===== config.mk =====
export PLATFORM = sky130hd
export DESIGN_NAME = tga_rle_pixel_decoder
export DESIGN_NICKNAME = d
export VERILOG_FILES = /design/src/hdl/tgarle_pkg.sv /design/src/hdl/tgarle_cfg.sv /design/src/hdl/tgarle_xform.sv /design/src/hdl/tgarle_core.sv /design/src/hdl/tga_rle_pixel_decoder.sv
export SDC_FILE = /design/constraint.sdc
export NUM_CORES = 1
export LEC_CHECK = 0
export ABC_AREA = 1
export CAP_MARGIN = 40
export CORE_MARGIN = 10
export CORE_UTILIZATION = 55
export CTS_CLUSTER_SIZE = 28
export DETAILED_ROUTE_END_ITERATION = 12
export DONT_BUFFER_PORTS = 1
export PLACE_DENSITY = 0.81
export SETUP_SLACK_MARGIN = 0.5
export SKIP_LAST_GASP = 1
export SLEW_MARGIN = 20
export SYNTH_ARGS = -nofsm -noshare
export SYNTH_HDL_FRONTEND = slang
export SYNTH_SLANG_ARGS = --single-unit

===== constraint.sdc =====
create_clock -name clk_i -period 15.03 [get_ports clk_i]
set_clock_uncertainty 0.2 [all_clocks]
set_input_delay 1.503 -clock clk_i [delete_from_list [all_inputs] [get_ports clk_i]]
set_output_delay 1.503 -clock clk_i [all_outputs]
set_load 0.03 [all_outputs]

===== src/hdl/tgarle_pkg.sv =====
`timescale 1ns / 1ps
// ----------------------------------------------------------------------------
// tgarle_pkg
// shared types, register indexes and defaults for the tga rle pixel decoder
// ----------------------------------------------------------------------------
package tgarle_pkg;

  localparam int MaxPixelBytesDefault = 4;

  // register indexes on the configuration port
  typedef enum logic [2:0] {
    RegBytesPerPixel = 3'd0,
    RegImageWidth    = 3'd1,
    RegImageHeight   = 3'd2,
    RegRleMode       = 3'd3,
    RegSwapRedBlue   = 3'd4,
    RegClampIndex    = 3'd5,
    RegMapLength     = 3'd6
  } cfg_reg_e;

  localparam int CfgIdxW  = 3;
  localparam int CfgDataW = 16;

  // packet header fields
  localparam int HdrRunBit = 7;
  localparam logic [6:0] HdrCountMask = 7'd127;

  typedef struct packed {
    logic       start_image;
    logic [7:0] data_byte;
  } in_word_t;

  typedef struct packed {
    logic [31:0] pixel_value;
    logic [7:0]  run_length;
    logic        image_done;
  } out_word_t;

  // settings seen by the datapath
  typedef struct packed {
    logic [2:0]  pix_bytes;
    logic        rle_mode;
    logic        swap_red_blue;
    logic        clamp_index;
    logic [15:0] map_length;
    logic [31:0] pixel_total;
  } cfg_t;

  // status from the decode core to the handshake logic
  typedef struct packed {
    logic has_result;
    logic finished;
  } step_stat_t;

endpackage


===== src/hdl/tgarle_cfg.sv =====
`timescale 1ns / 1ps
// ----------------------------------------------------------------------------
// tgarle_cfg
// configuration registers and the registered pixel count of the image
// ----------------------------------------------------------------------------
module tgarle_cfg (
  input  logic                                clk_i,
  input  logic                                rst_ni,
  input  logic                                cfg_valid_i,
  input  logic [tgarle_pkg::CfgIdxW-1:0]      cfg_index_i,
  input  logic [tgarle_pkg::CfgDataW-1:0]     cfg_data_i,
  output tgarle_pkg::cfg_t                    cfg_o
);

  logic [2:0]  bpp_q, bpp_d;
  logic [15:0] width_q, width_d;
  logic [15:0] height_q, height_d;
  logic        rle_q, rle_d;
  logic        swap_q, swap_d;
  logic        clamp_q, clamp_d;
  logic [15:0] maplen_q, maplen_d;
  logic [31:0] total_q, total_d;

  always_comb begin
    bpp_d    = bpp_q;
    width_d  = width_q;
    height_d = height_q;
    rle_d    = rle_q;
    swap_d   = swap_q;
    clamp_d  = clamp_q;
    maplen_d = maplen_q;
    if (cfg_valid_i) begin
      case (cfg_index_i)
        tgarle_pkg::RegBytesPerPixel: bpp_d    = cfg_data_i[2:0];
        tgarle_pkg::RegImageWidth:    width_d  = cfg_data_i;
        tgarle_pkg::RegImageHeight:   height_d = cfg_data_i;
        tgarle_pkg::RegRleMode:       rle_d    = cfg_data_i[0];
        tgarle_pkg::RegSwapRedBlue:   swap_d   = cfg_data_i[0];
        tgarle_pkg::RegClampIndex:    clamp_d  = cfg_data_i[0];
        tgarle_pkg::RegMapLength:     maplen_d = cfg_data_i;
        default: ;
      endcase
    end
    // product follows the new width and height at the same edge
    total_d = 32'(width_d) * 32'(height_d);
  end

  always_ff @(posedge clk_i or negedge rst_ni) begin
    if (!rst_ni) begin
      bpp_q    <= 3'd4;
      width_q  <= 16'd1;
      height_q <= 16'd1;
      rle_q    <= 1'b0;
      swap_q   <= 1'b0;
      clamp_q  <= 1'b0;
      maplen_q <= 16'd0;
      total_q  <= 32'd1;
    end else begin
      bpp_q    <= bpp_d;
      width_q  <= width_d;
      height_q <= height_d;
      rle_q    <= rle_d;
      swap_q   <= swap_d;
      clamp_q  <= clamp_d;
      maplen_q <= maplen_d;
      total_q  <= total_d;
    end
  end

  assign cfg_o.pix_bytes       = bpp_q;
  assign cfg_o.rle_mode        = rle_q;
  assign cfg_o.swap_red_blue   = swap_q;
  assign cfg_o.clamp_index     = clamp_q;
  assign cfg_o.map_length      = maplen_q;
  assign cfg_o.pixel_total     = total_q;

endmodule


===== src/hdl/tgarle_xform.sv =====
`timescale 1ns / 1ps
// ----------------------------------------------------------------------------
// tgarle_xform
// red/blue exchange for true colour, index clamp for colour-mapped pixels
// ----------------------------------------------------------------------------
module tgarle_xform (
  input  logic [31:0] pixel_i,
  input  logic [2:0]  bpp_i,
  input  logic        swap_i,
  input  logic        clamp_i,
  input  logic [15:0] map_length_i,
  output logic [31:0] pixel_o
);

  always_comb begin
    pixel_o = pixel_i;
    if (swap_i) begin
      if (bpp_i >= 3'd3) begin
        pixel_o = {pixel_i[31:24], pixel_i[7:0], pixel_i[15:8], pixel_i[23:16]};
      end
    end else if (clamp_i) begin
      for (int k = 0; k < 4; k++) begin
        if ((3'(k) < bpp_i) && ({8'd0, pixel_i[8*k +: 8]} >= map_length_i)) begin
          pixel_o[8*k +: 8] = 8'd0;
        end
      end
    end
  end

endmodule


===== src/hdl/tgarle_core.sv =====
`timescale 1ns / 1ps
// ----------------------------------------------------------------------------
// tgarle_core
// packet, pixel and image state with the single-pass byte decode
// ----------------------------------------------------------------------------
module tgarle_core #(
  parameter int MaxPixelBytes = tgarle_pkg::MaxPixelBytesDefault
) (
  input  logic                    clk_i,
  input  logic                    rst_ni,
  input  logic                    step_i,
  input  tgarle_pkg::in_word_t    word_i,
  input  tgarle_pkg::cfg_t        cfg_i,
  output tgarle_pkg::step_stat_t  stat_o,
  output tgarle_pkg::out_word_t   result_o
);

  localparam int GatherW = 8 * MaxPixelBytes;
  localparam logic [2:0] MaxBpp = 3'(MaxPixelBytes);

  logic               hdr_q, hdr_d;
  logic               is_run_q, is_run_d;
  logic [7:0]         pkt_left_q, pkt_left_d;
  logic [1:0]         pos_q, pos_d;
  logic [GatherW-1:0] gather_q, gather_d;
  logic [31:0]        img_left_q, img_left_d;
  logic               fin_q, fin_d;

  // state after an optional restart
  logic               hdr_c, is_run_c, fin_c;
  logic [7:0]         pkt_left_c;
  logic [1:0]         pos_c;
  logic [GatherW-1:0] gather_c, gather_new;
  logic [31:0]        img_left_c;

  logic [2:0]  bpp;
  logic [2:0]  pos_next;
  logic [7:0]  run;
  logic [31:0] run_cut;
  logic [31:0] left_after;
  logic [31:0] pixel_xf;
  logic        has_res;

  always_comb begin
    if (cfg_i.pix_bytes == 3'd0) begin
      bpp = 3'd1;
    end else if (cfg_i.pix_bytes > MaxBpp) begin
      bpp = MaxBpp;
    end else begin
      bpp = cfg_i.pix_bytes;
    end
  end

  always_comb begin
    if (word_i.start_image) begin
      hdr_c      = 1'b1;
      is_run_c   = 1'b0;
      pkt_left_c = 8'd0;
      pos_c      = 2'd0;
      gather_c   = '0;
      img_left_c = cfg_i.pixel_total;
      fin_c      = (cfg_i.pixel_total == 32'd0);
    end else begin
      hdr_c      = hdr_q;
      is_run_c   = is_run_q;
      pkt_left_c = pkt_left_q;
      pos_c      = pos_q;
      gather_c   = gather_q;
      img_left_c = img_left_q;
      fin_c      = fin_q;
    end
  end

  always_comb begin
    gather_new = gather_c;
    for (int k = 0; k < MaxPixelBytes; k++) begin
      if (pos_c == 2'(k)) begin
        gather_new[8*k +: 8] = gather_c[8*k +: 8] | word_i.data_byte;
      end
    end
  end

  assign pos_next = {1'b0, pos_c} + 3'd1;

  tgarle_xform u_xform (
    .pixel_i      (32'(gather_new)),
    .bpp_i        (bpp),
    .swap_i       (cfg_i.swap_red_blue),
    .clamp_i      (cfg_i.clamp_index),
    .map_length_i (cfg_i.map_length),
    .pixel_o      (pixel_xf)
  );

  always_comb begin
    hdr_d      = hdr_c;
    is_run_d   = is_run_c;
    pkt_left_d = pkt_left_c;
    pos_d      = pos_c;
    gather_d   = gather_c;
    img_left_d = img_left_c;
    fin_d      = fin_c;
    has_res    = 1'b0;
    run        = 8'd1;
    run_cut    = 32'd0;
    left_after = img_left_c;

    if (fin_c) begin
      // surplus byte, dropped
    end else if (cfg_i.rle_mode && hdr_c) begin
      is_run_d   = word_i.data_byte[tgarle_pkg::HdrRunBit];
      pkt_left_d = {1'b0, word_i.data_byte[6:0] & tgarle_pkg::HdrCountMask} + 8'd1;
      hdr_d      = 1'b0;
      pos_d      = 2'd0;
      gather_d   = '0;
    end else if (pos_next < bpp) begin
      pos_d    = pos_next[1:0];
      gather_d = gather_new;
    end else begin
      has_res  = 1'b1;
      pos_d    = 2'd0;
      gather_d = '0;
      if (cfg_i.rle_mode && is_run_c) begin
        run        = (pkt_left_c == 8'd0) ? 8'd1 : pkt_left_c;
        pkt_left_d = 8'd0;
        hdr_d      = 1'b1;
      end else if (cfg_i.rle_mode) begin
        if (pkt_left_c > 8'd1) begin
          pkt_left_d = pkt_left_c - 8'd1;
        end else begin
          pkt_left_d = 8'd0;
          hdr_d      = 1'b1;
        end
      end
      // cut the run to what is left of the image
      run_cut    = (32'(run) > img_left_c) ? img_left_c : 32'(run);
      left_after = img_left_c - run_cut;
      img_left_d = left_after;
      fin_d      = (left_after == 32'd0);
    end
  end

  always_ff @(posedge clk_i or negedge rst_ni) begin
    if (!rst_ni) begin
      hdr_q      <= 1'b1;
      is_run_q   <= 1'b0;
      pkt_left_q <= 8'd0;
      pos_q      <= 2'd0;
      gather_q   <= '0;
      img_left_q <= 32'd1;
      fin_q      <= 1'b0;
    end else if (step_i) begin
      hdr_q      <= hdr_d;
      is_run_q   <= is_run_d;
      pkt_left_q <= pkt_left_d;
      pos_q      <= pos_d;
      gather_q   <= gather_d;
      img_left_q <= img_left_d;
      fin_q      <= fin_d;
    end
  end

  assign stat_o.has_result    = has_res;
  assign stat_o.finished      = fin_q;
  assign result_o.pixel_value = pixel_xf;
  assign result_o.run_length  = run_cut[7:0];
  assign result_o.image_done  = fin_d;

endmodule


===== src/hdl/tga_rle_pixel_decoder.sv =====
`timescale 1ns / 1ps
// ----------------------------------------------------------------------------
// tga_rle_pixel_decoder
// tga image payload decoder: bytes in, pixels with run lengths out
// ----------------------------------------------------------------------------
// Takes one payload byte per clock and sustains one byte per cycle under
// continuous flow. A byte is latched in an input register, decoded by one
// pass of counter and byte-lane logic, and any pixel it completes lands in
// the result register. Header bytes, partial pixel bytes and bytes past
// the end of the image produce no word on the output. The image pixel count
// is a 16x16 product taken in a register at the same edge as a width or
// height write, so a new image may start on the cycle after configuration.
// The input side keeps taking bytes while a result waits on the output,
// and stalls only when a pending byte would produce a second result that
// has nowhere to go.
// ----------------------------------------------------------------------------
module tga_rle_pixel_decoder #(
  parameter int MaxPixelBytes = tgarle_pkg::MaxPixelBytesDefault
) (
  input  logic                             clk_i,
  input  logic                             rst_ni,
  // payload byte channel
  input  logic                             in_valid_i,
  output logic                             in_ready_o,
  input  tgarle_pkg::in_word_t             in_word_i,
  // pixel channel
  output logic                             out_valid_o,
  input  logic                             out_ready_i,
  output tgarle_pkg::out_word_t            out_word_o,
  // register writes
  input  logic                             cfg_valid_i,
  output logic                             cfg_ready_o,
  input  logic [tgarle_pkg::CfgIdxW-1:0]   cfg_index_i,
  input  logic [tgarle_pkg::CfgDataW-1:0]  cfg_data_i
);

  tgarle_pkg::cfg_t       cfg;
  tgarle_pkg::step_stat_t stat;
  tgarle_pkg::out_word_t  result;

  // input register
  logic                 s1_valid_q, s1_valid_d;
  tgarle_pkg::in_word_t s1_word_q;

  // result register
  logic                  out_valid_q, out_valid_d;
  tgarle_pkg::out_word_t out_word_q;

  logic in_take;
  logic out_free;
  logic step;
  logic load_out;

  // register writes are always taken
  assign cfg_ready_o = 1'b1;

  tgarle_cfg u_cfg (
    .clk_i       (clk_i),
    .rst_ni      (rst_ni),
    .cfg_valid_i (cfg_valid_i),
    .cfg_index_i (cfg_index_i),
    .cfg_data_i  (cfg_data_i),
    .cfg_o       (cfg)
  );

  tgarle_core #(
    .MaxPixelBytes (MaxPixelBytes)
  ) u_core (
    .clk_i    (clk_i),
    .rst_ni   (rst_ni),
    .step_i   (step),
    .word_i   (s1_word_q),
    .cfg_i    (cfg),
    .stat_o   (stat),
    .result_o (result)
  );

  // the held byte retires unless it makes a pixel and the result slot is busy
  assign out_free   = !out_valid_q || out_ready_i;
  assign step       = s1_valid_q && (!stat.has_result || out_free);
  assign load_out   = step && stat.has_result;
  assign in_ready_o = !s1_valid_q || step;
  assign in_take    = in_valid_i && in_ready_o;

  always_comb begin
    s1_valid_d = s1_valid_q;
    if (in_take) begin
      s1_valid_d = 1'b1;
    end else if (step) begin
      s1_valid_d = 1'b0;
    end
  end

  always_comb begin
    out_valid_d = out_valid_q;
    if (load_out) begin
      out_valid_d = 1'b1;
    end else if (out_ready_i) begin
      out_valid_d = 1'b0;
    end
  end

  always_ff @(posedge clk_i or negedge rst_ni) begin
    if (!rst_ni) begin
      s1_valid_q  <= 1'b0;
      out_valid_q <= 1'b0;
    end else begin
      s1_valid_q  <= s1_valid_d;
      out_valid_q <= out_valid_d;
    end
  end

  // payload registers, no reset needed
  always_ff @(posedge clk_i) begin
    if (in_take) begin
      s1_word_q <= in_word_i;
    end
    if (load_out) begin
      out_word_q <= result;
    end
  end

  assign out_valid_o = out_valid_q;
  assign out_word_o  = out_word_q;

  // a decoded pixel always reaches the output on the next edge
  assert property (@(posedge clk_i) disable iff (!rst_ni)
    load_out |=> out_valid_o)
    else $error("decoded pixel not presented");

  // a pending pixel with a stalled output must hold off new bytes
  assert property (@(posedge clk_i) disable iff (!rst_ni)
    (s1_valid_q && stat.has_result && out_valid_q && !out_ready_i) |-> !in_ready_o)
    else $error("byte accepted over a blocked result");

  // without packets every pixel stands alone
  assert property (@(posedge clk_i) disable iff (!rst_ni)
    (load_out && !cfg.rle_mode) |-> (result.run_length == 8'd1))
    else $error("run length above one outside rle mode");

  // a run is never empty
  assert property (@(posedge clk_i) disable iff (!rst_ni)
    load_out |-> (result.run_length != 8'd0))
    else $error("zero run length");

  // the last pixel of an image leaves the decoder in the finished state
  assert property (@(posedge clk_i) disable iff (!rst_ni)
    (load_out && result.image_done) |=> stat.finished)
    else $error("image done without finished state");

endmodule


==> results.py, run 1 <==
metrics = {
    "clocking": {
        "cts_sinks": 215,
        "htree_num_levels": 1,
        "clock_path_buffers": 3,
        "root_buffer": "clkbuf_16",
        "cts_setup_buffers": 0,
        "clock_latency_ns": 0.54,
        "cts_hold_buf": 0,
        "cts.repair.resized": 0,
        "cts_tree": "built",
        "clk_pin_slew_ns": 0.06,
        "cts_buffers": 24,
    },
    "floorplan": {
        "die_x_microns": 215,
        "die_area_sq_um": 46000,
        "core-area_sq_um": 37500,
        "num_io_pins": 77,
        "num_rows": 71,
        "fp.dieH_microns": 215,
        "start_util_pct": 55.5,
    },
    "sta": {
        "hold_violations": 0,
        "slew_violations": 0,
        "worst_slew_pin_slew_ns": 0.928,
        "grt_setup_unrepaired": "false",
        "setup_violations": 0,
        "slew_headroom_pct": 37.5,
        "timing.hold.ws_ns": 0.283,
        "post-route-period-util_pct": 57.2,
        "fin_crit_ns": 8.60,
        "fin_tns_setup_ns": 0,
        "max_freq_ghz": 0.116,
    },
    "synthesis": {
        "synth_most_common_cell": "nand2_1",
        "synth-seq-area-share_pct": 27.1,
        "synth_flop_cell": "dfrtp_1",
        "synth_edf_count": 50,
        "yosysTopAreaCellShare_pct": 19.1,
        "ys_seq_elements": 215,
        "yosysWarnings": 0,
        "syn_area_sq_um": 20800,
        "synthTopCellsByCount": "nand2_1 (583), inv_1 (490), nor2_1 (267)",
        "postSynthAreaPerCell_sq_um": 7.85,
        "syn_nets": 3042,
        "synthArstFlopShare_pct": 76.7,
        "yosysTopAreaCell": "dfrtp_1",
        "syn_inst": 2653,
        "yosys-top-cells-area": "dfrtp_1 (19%), fa_1 (19%), nand2_1 (11%), ha_1 (9.7%), inv_1 (8.8%)",
        "synth_cell_types": 49,
    },
    "global_route": {
        "grt_max_degree": 166,
        "grt_pass1_wl_mm": 92.5,
        "antenna_found_initial": 0,
        "gr-total-overflow": 0,
        "grt_pass1_vias": 18000,
        "grt_use_total_pct": 24.3,
    },
    "min_path": {
        "hold_class": "reg2reg",
        "hold_end": "u_core.img_left_q[28]",
        "hold_path_depth": 2,
        "hold_path.startpoint": "u_core.img_left_q[28]",
    },
    "placement": {
        "port-buffer-count": 0,
        "placed_cells": 3097,
        "gp_congestion": 0.946,
        "hpwl_mm": 43.4,
    },
    "worst_setup_path": {
        "worst-path-buf-inv": 11,
        "critPathLaunchType": "primary input",
        "cp-end-kind": "flip-flop",
        "crit_path_frequent_cell": "inv_1",
        "r2r_cells": 27,
        "crit_family": "adder cells",
        "rr_startpoint": "u_cfg.width_q[3]",
        "path_max_fanout": 17,
        "rrSetupSlack_ns": 8.11,
        "timing.rr.end": "u_cfg.total_q[20]",
        "criticalPathCategory": "in2reg",
        "arrival_ns": 8.85,
        "cp_slowest_cell": "o21ai_1",
        "critPathRequiredTime_ns": 15.28,
        "slowest_delay_ns": 0.69,
    },
    "outcome": {
        "status": "completed",
    },
    "cells_and_area": {
        "final_nets": 3005,
        "synthToLayoutAreaGrowth_pct": 5.82,
        "drive_above_1_share_pct": 4.94,
        "diodes": 0,
        "fillers": 3337,
        "instances_no_fill": 3145,
    },
    "drt": {
        "via_per_inst": 5.63,
        "first_pass_iters": 6,
        "dr.first_iter.drc_count": 1582,
        "post_drt_wl_per_cell_microns": 17.9,
        "ant_nets": 0,
        "drcViolationCount": 0,
        "wl_mm": 56.2,
        "dr_total_vias": 17700,
    },
    "flow_run": {
        "drv_cap": 0,
    },
}
## per-layer routing
| metal | track usage [%] | routed length (microns) |
|---|---|---|
| met5 | 0 | 0 |
| met4 | 9.81 | 1990 |
| met3 | 3.05 | 3580 |
| met2 | 41.6 | 27900 |
| met1 | 30.7 | 22700 |
## state kept, by name, summed over array words and instances, names as in the netlist
register	cells
u_core.img_left_q	32
u_core.is_run_q	1
u_cfg.maplen_q	16
u_core.pos_q	2
out_valid_o	1
s1_word_q	9
s1_valid_q	1
u_cfg.height_q	16
u_cfg.swap_q	1
u_cfg.width_q	16
out_word_o	41
u_cfg.rle_q	1
u_cfg.total_q	32
u_cfg.bpp_q	3
u_core.pkt_left_q	8
u_core.fin_q	1
u_cfg.clamp_q	1
u_core.gather_q	32
u_core.hdr_q	1
## stage by stage
step | util (%) | setup slack, ns | instance area, sq um
2_1_floorplan | - | 7.41 | 20800
3_3_place_gp | 56.3 | 5.73 | 21100
3_5_place_dp | 56.6 | 6.02 | 21200
4_1_cts | 58.7 | 6.53 | 22000
5_1_grt | 58.8 | 5.97 | 22000
6_report | 58.8 | 6.43 | 22000
## cells by family after synthesis
kind of cell / count (synthesis) / share of synthesized area, %
other cells: 1 / 0.0180
buf+inv: 590 / 11.2
mux: 4 / 0.216
flops: 215 / 27.1
xor+xnor: 41 / 1.73
compound gates: 405 / 10.8
simple gates: 1041 / 20.5
fa+ha+maj: 356 / 28.4
## how the worst max path moves through the flow
stage | startpoint | to | cells past startpoint
after floorplan | cfg_valid_i | u_cfg.total_q[28] | 28
after detailed placement | cfg_valid_i | u_cfg.total_q[20] | 29
after global routing | cfg_valid_i | u_cfg.total_q[20] | 29
after global placement | cfg_valid_i | u_cfg.total_q[28] | 23
final | cfg_valid_i | u_cfg.total_q[20] | 29
after CTS | cfg_valid_i | u_cfg.total_q[20] | 29
## cell usage in the layout, fill, tap and decap left out, types with 13 or more instances in the layout
cell type,Yosys,layout
nand2_1,583,583
inv_1,490,490
nor2_1,267,266
fa_1,195,195
o21ai_0,174,173
ha_1,161,161
dfrtp_1,159,159
a21oi_1,115,115
nand3_1,96,96
edfxtp_1,50,50
o21ai_1,29,30
nand4_1,27,27
o211ai_1,27,27
xor2_1,26,26
clkbuf_16,0,26
nor3_1,23,23
o21ai_2,19,19
xnor2_1,15,15
nor2_2,14,14
buf_4,4,13
## worst min-delay path: cells and delay by family (launching register included)
family,cells,cell delay [ns]
simple gates,2,0.11
flops,1,0.34
## layout make-up
| type | instances | area [sq um] | area share (%) |
|---|---|---|---|
| Clock buffer | 34 | 701 | 3.18 |
| Clock inverter | 10 | 78.8 | 0.358 |
| Inverter | 504 | 1900 | 8.61 |
| Multi-Input combinational cell | 1848 | 12900 | 58.4 |
| Sequential cell | 215 | 5640 | 25.6 |
| Tap cell | 511 | 639 | 2.90 |
| Timing Repair Buffer | 23 | 216 | 0.983 |
Power of run 1 is not shown: default switching activity piles up to over one toggle a cycle in this logic, so the estimate is an artifact.
==> inputs of run 2 (changes only) <==
- ABC_AREA: 1 -> 0
- PLACE_DENSITY: 0.81 -> 0.84
- clock period: 15.03 -> 6.91 ns (I/O delays scaled with it)
==> run 2 against run 1 <==
The run now ends with negative hold slack left. Synthesized area shrank 4.4%. Sequential share of layout area shrank 1.2 points. Die area shrank 4.0%. First-iteration DRC count shrank 2.2%. Critical path type unchanged.
==> results.py, run 2 <==
metrics = {
    "placement": {
        "pre_cts_ws_ns": -0.251,
        "hpwl_mm": 41.0,
        "port-buffer-count": 0,
        "gp_congestion": 0.940,
    },
    "drt": {
        "via_per_inst": 6.09,
        "first_pass_iters": 5,
        "wl_mm": 56.3,
        "dr.first_iter.drc_count": 1547,
        "ant_nets": 0,
        "dr_total_vias": 16700,
        "drcViolationCount": 0,
        "post_drt_wl_per_cell_microns": 20.5,
    },
    "synthesis": {
        "synth_fa_ha_area_share_pct": 29.7,
        "synth_top_family_by_area": "adder cells",
        "yosys-top-cells-area": "dfrtp_1 (20%), fa_1 (20%), ha_1 (10%), edfxtp_1 (7.5%), nand2_1 (5.5%)",
        "yosysWarnings": 0,
        "synth_flop_cell": "dfrtp_1",
        "ys_seq_elements": 215,
        "syn_inst": 2150,
        "syn_area_sq_um": 19900,
        "synthTopCellsByCount": "nand2_1 (290), inv_1 (287), fa_1 (195)",
        "synth_edf_count": 50,
        "syn_nets": 2539,
        "synth_most_common_cell": "nand2_1",
        "synth_simple_gate_area_share_pct": 14.6,
        "postSynthAreaPerCell_sq_um": 9.26,
        "synthArstFlopShare_pct": 76.7,
        "synth_cell_types": 75,
        "synth-seq-area-share_pct": 28.3,
        "yosysTopAreaCellShare_pct": 20.0,
        "synth_compound_area_share_pct": 12.2,
        "synthXorXnorAreaFrac_pct": 2.90,
        "synth.mux.area_fraction_pct": 4.75,
        "yosysTopAreaCell": "dfrtp_1",
    },
    "floorplan": {
        "num_rows": 69,
        "core-area_sq_um": 35700,
        "num_io_pins": 77,
        "die_area_sq_um": 44200,
        "die_x_microns": 210,
        "start_util_pct": 55.8,
        "fp.dieH_microns": 210,
    },
    "cells_and_area": {
        "final_common_cell": "nand2_1",
        "final_util_pct": 64.8,
        "diodes": 0,
        "mostFrequentLayoutCells": "nand2_1 (280), inv_1 (265), fa_1 (192)",
        "drive_above_1_share_pct": 16.9,
        "final_nets": 2649,
        "synthToLayoutAreaGrowth_pct": 16.0,
        "fillers": 2527,
        "largest_register_ffs": 41,
    },
    "clocking": {
        "cts_sinks": 215,
        "htree_num_levels": 1,
        "root_buffer": "clkbuf_16",
        "clk_pin_slew_ns": 0.06,
        "cts_tree": "built",
        "clock_path_buffers": 3,
        "cts_buffers": 24,
        "clock_latency_ns": 0.53,
    },
    "sta": {
        "setup_ws_ns": 0.282,
        "post-route-period-util_pct": 95.9,
        "max_freq_ghz": 0.151,
        "timing.hold.ws_ns": -0.0679,
        "grt_setup_unrepaired": "true",
        "hold_violations": 9,
        "setup_violations": 0,
        "slew_violations": 0,
        "fin_crit_ns": 6.63,
        "fin_tns_setup_ns": 0,
        "worst_slew_pin_slew_ns": 0.946,
        "slew_headroom_pct": 36.9,
    },
    "global_route": {
        "grt_use_total_pct": 23.8,
        "gr-total-overflow": 0,
        "grt_max_degree": 166,
        "grt_pass1_vias": 16800,
        "antenna_found_initial": 0,
        "grt_pass1_wl_mm": 85.9,
    },
    "worst_setup_path": {
        "critPathLaunchType": "primary input",
        "criticalPathCategory": "in2reg",
        "arrival_ns": 6.82,
        "rrSetupSlack_ns": 0.59,
        "critPathRequiredTime_ns": 7.10,
        "path_max_fanout": 12,
        "cp-end-kind": "flip-flop",
    },
    "outcome": {
        "status": "finished with violations",
        "failed_checks": "negative hold slack",
    },
    "min_path": {
        "hold_class": "in2async",
    },
    "flow_run": {
        "drv_cap": 0,
    },
}
[run 2: changes by cell type after synthesis, sizes merged, moves of 30 or more]
cell / before / now
mux2i: 0 / 55
mux2: 4 / 35
o21ai: 222 / 111
nor2: 285 / 194
nand2: 594 / 290
inv: 494 / 288
nand3: 98 / 23
a22oi: 2 / 32
[run 2: worst max-delay path: stages]
cell	delay (ns)
nand2_1	0.06
nor3_4	0.15
buf_12	0.23
mux2i_4	0.33
clkinvlp_4	0.30
nand2_1	0.19
fa_1	0.42
inv_1	0.08
fa_1	0.43
fa_1	0.47
fa_1	0.50
inv_1	0.06
fa_1	0.54
inv_1	0.06
fa_1	0.51
ha_4	0.23
a21oi_4	0.19
a21boi_2	0.08
o211ai_1	0.18
buf_4	0.16
a21oi_4	0.07
nor4_4	0.27
o21bai_1	0.15
nor3_2	0.19
o31ai_2	0.09
xor2_1	0.17
[run 2: path summary, 6_finish.rpt]
kind / start / end / cells after the start
min in group clk_i: in_word_i[7] / s1_word_q[7] / 0
setup / recovery: cfg_index_i[1] / u_cfg.total_q[30] / 26
setup reg to reg: u_cfg.height_q[2] / u_cfg.total_q[30] / 23
max in group asynchronous: rst_ni / u_cfg.height_q[13] / 1
hold reg to reg: u_core.img_left_q[3] / u_core.img_left_q[3] / 2
hold / removal: rst_ni / u_core.pkt_left_q[3] / 1
[run 2: through the flow]
step	hold WS (ns)	std cells	area, sq um
after floorplan	0.195	2150	20400
after global placement	0.208	2650	21500
after detailed placement	0.209	2653	21500
after CTS	0.0403	2707	22400
after global routing	0.0277	2739	23100
final	-0.0679	2739	23100
[run 2: kinds of logic (layout without fill, tap and decap cells)]
| logic type | count (synthesis) | after routing |
|---|---|---|
| buf+inv | 383 | 511 |
| simple gates | 657 | 657 |
| compound gates | 382 | 382 |
| fa+ha+maj | 356 | 356 |
| mux | 90 | 90 |
| other cells | 1 | 1 |
| flops | 215 | 215 |
| xor+xnor | 66 | 66 |
[run 2: final cells by class]
cell class	instances	area, sq um	share of cell area [%]
well taps	461	577	2.50
flip-flops and latches	215	5640	24.4
multi-input cells	1552	13500	58.4
clock inverters	12	106	0.461
repair buffers	169	1440	6.21
inverters	296	1130	4.89
repair inverters	2	15.0	0.0650
clock buffers	32	703	3.05
[run 2: layer usage]
metal,vias to the layer above,global-route usage (%),routed length [microns]
met4,0,10.4,2900
met2,864,40.8,28200
li1,7346,-,-
met5,-,0,0
met3,222,3.75,4300
met1,8254,29.1,20900
[run 2: timing repair]
action | CTS | global route
resized for setup | 18 | 99
endpoints found under the hold margin | 165 | 0
pin swaps | 3 | 41
hold buffers | 1 | 0
buffers inserted | 8 | 30
gates cloned | 1 | 1
endpoints found under the setup margin | 7 | 22
Power of run 2 is left out for the same reason.
==> inputs of run 3 (changes only) <==
- CORE_UTILIZATION: 55 -> 60
- CTS_CLUSTER_DIAMETER: not set -> 200
- PLACE_DENSITY: 0.84 -> 0.9
==> run 3 against run 2 <==
The flow finishes with violations (negative hold slack, negative setup slack). Critical path type unchanged. Non-clock buffer count grew 14. Utilization grew 5.1 points. Worst setup slack lost 0.33 ns.
==> results.py, run 3 (synthesis results as in run 2) <==
metrics = {
    "global_route": {
        "grt_util_met3_pct": 3.92,
        "grt_pass1_wl_mm": 88.9,
        "antenna_found_initial": 0,
        "grt_use_total_pct": 26.5,
        "grt-busiest-layer": "met2",
        "gr-total-overflow": 0,
        "met2_usage_pct": 45.9,
        "grt_pass1_vias": 17100,
        "met1_usage_pct": 32.5,
        "grt_max_degree": 166,
    },
    "floorplan": {
        "die_area_sq_um": 40800,
        "num_io_pins": 77,
        "core-area_sq_um": 32600,
        "die_x_microns": 202,
        "start_util_pct": 61.0,
        "num_rows": 66,
        "fp.dieH_microns": 202,
    },
    "drt": {
        "via_per_inst": 6.37,
        "drcViolationCount": 0,
        "wl_mm": 60.4,
        "dr.first_iter.drc_count": 2046,
        "post_drt_wl_per_cell_microns": 22.3,
        "first_pass_iters": 8,
        "ant_nets": 0,
        "dr_total_vias": 17200,
    },
    "clocking": {
        "clk_pin_slew_ns": 0.12,
        "clock_latency_ns": 0.50,
        "cts_tree": "built",
        "htree_num_levels": 1,
        "cts_buffers": 11,
        "clock_path_buffers": 3,
        "cts_sinks": 215,
        "root_buffer": "clkbuf_16",
    },
    "cells_and_area": {
        "largest_register_ffs": 41,
        "final_util_pct": 69.8,
        "mostFrequentLayoutCells": "nand2_1 (270), inv_1 (255), fa_1 (192)",
        "final_common_cell": "nand2_1",
        "final_nets": 2649,
        "fillers": 2139,
        "drive_above_1_share_pct": 17.1,
        "diodes": 0,
        "synthToLayoutAreaGrowth_pct": 14.4,
    },
    "worst_setup_path": {
        "worst-path-buf-inv": 8,
        "slowest_delay_ns": 0.59,
        "crit_family": "adder cells",
        "path_max_fanout": 6,
        "criticalPathCategory": "in2reg",
        "arrival_ns": 7.17,
        "cp-end-kind": "flip-flop",
        "crit_path_frequent_cell": "fa_1",
        "cp_slowest_cell": "fa_1",
        "r2r_cells": 23,
        "critPathLaunchType": "primary input",
        "rr_startpoint": "u_cfg.height_q[1]",
        "rrSetupSlack_ns": 0.37,
        "critPathRequiredTime_ns": 7.12,
        "timing.rr.end": "u_cfg.total_q[30]",
    },
    "sta": {
        "setup_ws_ns": -0.0480,
        "fin_crit_ns": 6.96,
        "timing.hold.ws_ns": -0.00897,
        "slew_violations": 0,
        "post-route-period-util_pct": 101,
        "hold_violations": 2,
        "slew_headroom_pct": 40.9,
        "setup_violations": 2,
        "worst_slew_pin_slew_ns": 0.886,
        "grt_setup_unrepaired": "true",
        "max_freq_ghz": 0.144,
    },
    "outcome": {
        "failed_checks": "negative hold slack, negative setup slack",
        "status": "finished with violations",
    },
    "placement": {
        "gp_congestion": 0.965,
        "port-buffer-count": 0,
        "hpwl_mm": 41.4,
    },
    "flow_run": {
        "drv_cap": 0,
    },
    "min_path": {
        "hold_class": "in2async",
    },
}
==> run 3: changes by cell type in the layout (fill, tap and decap cells not counted), moves of 5 or more <==
cell        change
buf_6           +5
clkbuf_16      -14
clkinvlp_4      -5
inv_1          -10
inv_2           +7
nand2_1        -10
nand2_2         +9
==> run 3: metal layers <==
metal  up-vias  wire, microns
li1       7327              -
met1      8336          21100
met2      1191          29200
met3       381           6130
met4         0           3930
met5         -              0
==> run 3: worst reg2reg max path, delay by kind of cell, from the launching register on <==
family / cells / cell delay (ns)
DFF: 1 / 0.40
adders and majority gates: 7 / 3.17
AOI/OAI and AO/OA: 6 / 1.42
buffers and inverters: 5 / 0.55
and+or+nand+nor: 3 / 0.30
xor gates and xnor gates: 1 / 0.16
muxes: 1 / 0.27
==> run 3: area by class of cell <==
type,instances,area [sq um],area share [%]
multi-input combinational,1552,13500,59.3
sequential,215,5640,24.8
timing repair buffer,183,1620,7.11
inverter,296,1140,4.99
tap,442,553,2.43
clock buffer,16,294,1.29
clock inverter,1,11.3,0.0494
timing repair inverter,1,7.51,0.0330
==> run 3: what timing repair did <==
action,in CTS,in global routing
gates resized for setup,51,94
setup endpoints to repair,11,31
hold buffers,1,0
cloned,2,3
buffers inserted,21,35
pin swaps,29,73
hold endpoints to repair,165,0
==> run 3: per-stage QoR <==
stage,cells,setup slack [ns],setup TNS (ns),cell area (sq um),hold slack (ns)
after floorplan,2150,-0.0371,-0.0915,20400,0.195
after global placement,2623,-0.114,-0.346,21400,0.207
after detailed placement,2625,-0.424,-1.96,21400,0.208
after CTS,2666,0.309,0,22100,0.0685
after global routing,2706,-0.253,-1.02,22800,0.0462
final,2706,-0.0480,-0.0857,22800,-0.00897
==> run 3: how the worst max path moves through the flow <==
stage                    from           endpoint  slack [ns]  depth (start not counted)
6_report       cfg_index_i[1]  u_cfg.total_q[30]       -0.05                         28
5_1_grt        cfg_index_i[1]  u_cfg.total_q[30]       -0.25                         28
4_1_cts        cfg_index_i[1]  u_cfg.total_q[30]        0.31                         27
3_5_place_dp   cfg_index_i[1]  u_cfg.total_q[30]       -0.42                         25
3_3_place_gp   cfg_index_i[1]  u_cfg.total_q[30]       -0.11                         27
2_1_floorplan  cfg_index_i[2]  u_cfg.total_q[30]       -0.04                         26
Power of run 3 is left out for the same reason.
